[src/mi3_queue.sv]
// Short queue between the front and back ends of the matrix inverse unit.
// Depends on nothing; the entry width is a parameter.
`default_nettype none
module mi3_queue #(
  parameter int W     = 8,
  parameter int DEPTH = 4
) (
  input  wire logic         clk,
  input  wire logic         rst_n,
  input  wire logic         push,
  input  wire logic [W-1:0] din,
  output logic              dout_valid,
  output logic [W-1:0]      dout
);
  localparam int AW   = $clog2(DEPTH);
  localparam int CNTW = $clog2(DEPTH + 1);

  logic [W-1:0]    mem [DEPTH];
  logic [AW-1:0]   wr_ptr_r, wr_ptr_nxt;
  logic [AW-1:0]   rd_ptr_r, rd_ptr_nxt;
  logic [CNTW-1:0] count_r, count_nxt;
  logic            pop;

  // The back end takes the head beat whenever one is present.
  assign dout_valid = (count_r != '0);
  assign pop        = dout_valid;
  assign dout       = mem[rd_ptr_r];

  always_comb begin
    wr_ptr_nxt = push ? wr_ptr_r + AW'(1) : wr_ptr_r;
    rd_ptr_nxt = pop  ? rd_ptr_r + AW'(1) : rd_ptr_r;
    unique case ({push, pop})
      2'b10:   count_nxt = count_r + CNTW'(1);
      2'b01:   count_nxt = count_r - CNTW'(1);
      default: count_nxt = count_r;
    endcase
  end

  // Storage write.
  always_ff @(posedge clk) begin
    if (push) begin
      mem[wr_ptr_r] <= din;
    end
  end

  // Pointers and fill count.
  always_ff @(posedge clk) begin
    if (!rst_n) begin
      wr_ptr_r <= '0;
      rd_ptr_r <= '0;
      count_r  <= '0;
    end else begin
      wr_ptr_r <= wr_ptr_nxt;
      rd_ptr_r <= rd_ptr_nxt;
      count_r  <= count_nxt;
    end
  end

endmodule
`default_nettype wire

[config.mk]
export PLATFORM = sky130hd
export DESIGN_NAME = mi3_queue
export DESIGN_NICKNAME = d
export VERILOG_FILES = /design/src/mi3_queue.sv
export SDC_FILE = /design/constraint.sdc
export NUM_CORES = 1
export LEC_CHECK = 0
export ABC_CLOCK_PERIOD_IN_PS = 1600
export BUFFER_PORTS_ARGS = -buffer_cell sky130_fd_sc_hd__buf_2
export CORE_ASPECT_RATIO = 0.6
export CORE_UTILIZATION = 40
export CTS_CLUSTER_SIZE = 10
export DETAILED_ROUTE_END_ITERATION = 16
export GPL_ROUTABILITY_DRIVEN = 0
export SLEW_MARGIN = 20
export SYNTH_ARGS = -nofsm -noshare
export SYNTH_HDL_FRONTEND = slang
export SYNTH_SLANG_ARGS = --single-unit
[constraint.sdc]
create_clock -name clk -period 1.6 [get_ports clk]
set_input_delay 0.08 -clock clk [delete_from_list [all_inputs] [get_ports clk]]
set_output_delay 0.08 -clock clk [all_outputs]
set_load 0.03 [all_outputs]
==> key figures <==
Power and ir drop
  – Clk pwr share: 20.4%
  – PD cells: 1640 nW/µm²
  – Combinational Power Share: 37.2%
  – VDD IR max: between 600 and 700 µV
  – Net Sw Power: ~1000 µW
  – P_int: between 2000 and 2500 µW
  – Flop pwr share: 42.5%
  – Pleak: 0.000705 µW
  – Sw frac: 32.3%

Layout
  – Post-layout net count: around 140
  – Seq. cell area: 1140 µm²
  – Number of fill cells in the layout: 309
  – Layout area overhead: 20.9%
  – Diodes inserted: 0
  – Most frequent cells in the layout: edfxtp_1 (32), buf_2 (18), mux4_2 (8), and2_1 (8)
  – Area of the multi-input gates: 448 µm²
  – Commonest non-fill, non-tap cell in the layout: edfxtp_1
  – Non-Filler Instances: 167
  – Layout cell share with drive strength beyond 1: between 40% and 50%

Critical path
  – Crit path arrival time: 1.91 ns
  – Flop2flop setup slack: -0.09 ns
  – Critical path class: register to register
  – CP max stage delay: 0.40 ns
  – Crit-path max FO: 2
  – Reg2Reg Depth: 7
  – Crit path required time: 1.82 ns
  – Critical Path Sink Type: register
  – Critical-path cell list: or3_4 > ha_4 > inv_2 > fa_2 > xor2_1 > or3_1 > a21boi_1
  – R2R Path End: count_r[2]
  – CP max-delay cell: or3_4
  – Critical path's top delay family: simple AND/OR/NAND/NOR gates
  – Worst r2r src: count_r[1]
  – Crit path launch type: register
  – Bufs and invs on worst path: 1

Clock network
  – Clk_lat worst skew: between 0.2 and 0.3 ns
  – CTS sink cnt: 41
  – Clk buf depth: 2
  – Total CTS buffers: 5
  – Clk pin slew, worst setup/hold paths: 0.08 ns
  – CTS root buffer: clkbuf_8
  – CTS tree: done
  – H-tree depth: 2

Drt
  – Initial drt markers: 15
  – DR WL/cell: 15.6 µm
  – # DRC: 0
  – Final ANT Viol Nets: 0
  – Vias: around 800
  – Vias per std cell: 4.81
  – WL final: 2600 µm
  – Drt pass-1 iters: 4

Global routing
  – Initial antenna violation count: 0
  – Number of global-route vias before repair: approximately 850
  – Largest net degree at the start of global routing: 14
  – Gr ovfl total: 0
  – First-pass GRT wire length: 4310 µm
  – GRT Overall Usage: 14.6%

Run status
  – Status: finished, violations left
  – Failing checks: setup timing

Timing
  – Fin. max-slew vios: 0
  – Tcrit/Tclk final: 105%
  – Worst Max-Slew Pin Slew: about 0.48 ns
  – Final setup fails: 2
  – Slew HR: 67.5%
  – Final hold violation count: 0
  – Maximum clock rate: 0.593 GHz
  – RSZ-0062 raised after global routing: yes
  – Post-route setup slack: -0.0871 ns
  – Clock skew: approximately 0.0031 ns
  – Min Tclk post-route: 1.69 ns
  – Final hold slack: 0.00883 ns

Floorplan
  – Starting Density: about 43%
  – # IOs: 20
  – Row count: 17
  – Die area: 4270 µm²
  – Die Y: slightly above 50 µm
  – Core area: 3740 µm²
  – Die X: between 80 and 90 µm

Synthesis
  – Seq cells post-synth: 41
  – Area leader, netlist: edfxtp_1
  – Avg Inst Size Synth: ~18 µm²
  – Mapped Nets: about 100
  – Netlist cell types: 21
  – Synth warnings: 0
  – Synth top area share: 60.0%
  – Mapped Cells: 87
  – Area of the mapped netlist: ~1600 µm²
  – Register area share after synthesis: 71.2%
  – Top post-synthesis cells by area: edfxtp_1 (60%), dfxtp_1 (11%), mux4_2 (11%), ha_1 (3.9%), and2_1 (3.1%)

Place
  – I/O Buffers: 19
  – Post-DP HPWL: 1820 µm
  – Placed insts: ~160

Hold path
  – Hold WC Path Type: input pin to register
  – Hold Path Cell Cnt: 1
  – Hold path endpoint: mem[3][6]
  – Hold Startpoint: din[6]

Run
  – Max-cap violations: 0
per-layer routing:
| metal | GRT usage [%] | vias up | share of wire [%] |
|---|---|---|---|
| li1 | - | 389 | - |
| met1 | 18.4 | 394 | 48 |
| met2 | 22.0 | 15 | 46 |
| met3 | 5.49 | 5 | 4.8 |
| met4 | 8.47 | 0 | 1.7 |
| met5 | 0 | - | 0 |
state kept, by name, summed over array words and instances (netlist names), named ones only:
register,flops
rd_ptr_r,2
mem,32
count_r,3
wr_ptr_r,2
power groups by stage:
| stage | sequential (µW) | combinational, µW | clock (µW) |
|---|---|---|---|
| after detailed placement | 1380 | 1160 | 0 |
| after CTS | 1350 | 1170 | 672 |
| after global placement | 1370 | 1140 | 0 |
| final | 1350 | 1180 | 648 |
| after global routing | 1370 | 1280 | 719 |
| after floorplan | 1330 | 837 | 0 |
cells in the mapped netlist:
library cell   n
inv_1          6
mux2i_1        1
and3_1         2
o21ai_0        2
buf_2          1
xor2_1         2
edfxtp_1      32
buf_1          1
xnor2_1        2
nand2_1        1
ha_1           5
and2_1         8
a21boi_0       1
nor2b_1        1
fa_1           1
o31ai_1        1
or3_4          1
mux4_2         8
or3_1          1
or2_0          1
dfxtp_1        9
worst register-to-register path, stage by stage (launching register included):
cell and delay [ns]:
dfxtp_2 0.32, or3_4 0.40, ha_4 0.18, inv_2 0.05, fa_2 0.18, xor2_1 0.07
or3_1 0.31, a21boi_1 0.12
per-stage QoR:
stage | setup slack, ns | TNS [ns] | total power, µW | util (%) | cell area [µm²]
4_1_cts | -0.100 | -0.170 | 3190 | 51.0 | 1910
3_3_place_gp | -0.0361 | -0.0530 | 2520 | 48.7 | 1820
3_5_place_dp | -0.0873 | -0.140 | 2540 | 48.7 | 1820
5_1_grt | -0.153 | -0.273 | 3370 | 51.7 | 1940
6_report | -0.0871 | -0.148 | 3180 | 51.7 | 1940
2_1_floorplan | -0.114 | -0.215 | 2170 | - | 1620
what timing repair did:
item,CTS,global route
hold endpoints to repair,0,6
setup buffers,0,0
hold buffers,0,2
endpoints found under the setup margin,2,10
resized for setup,0,4
layout make-up:
class	count	area share, %
clock buffers	5	3.56
clock inverters	3	0.905
inverters	6	1.16
multi-input cells	38	23.1
flip-flops and latches	41	59.1
well taps	47	3.04
repair buffers	27	9.05
cells by family (layout without fill, tap and decap cells):
family / count (synthesis) / in the layout / synth area share [%]
compound gates: 4 / 4 / 1.56
xor+xnor: 4 / 4 / 2.19
fa+ha+maj: 6 / 6 / 5.16
buf+inv: 8 / 41 / 1.95
flops: 41 / 41 / 71.2
mux: 9 / 9 / 11.9
simple gates: 15 / 15 / 6.02
worst max path at each step:
stage	from	end	slack, ns	depth (start not counted)
finish	count_r[1]	count_r[2]	-0.09	7
global route	count_r[1]	count_r[2]	-0.15	7
CTS	count_r[1]	count_r[2]	-0.10	7
detailed placement	count_r[1]	count_r[2]	-0.09	7
global placement	count_r[1]	count_r[2]	-0.04	7
floorplan	count_r[1]	count_r[2]	-0.11	7
No activity file was read; power rests on OpenSTA's default activity.
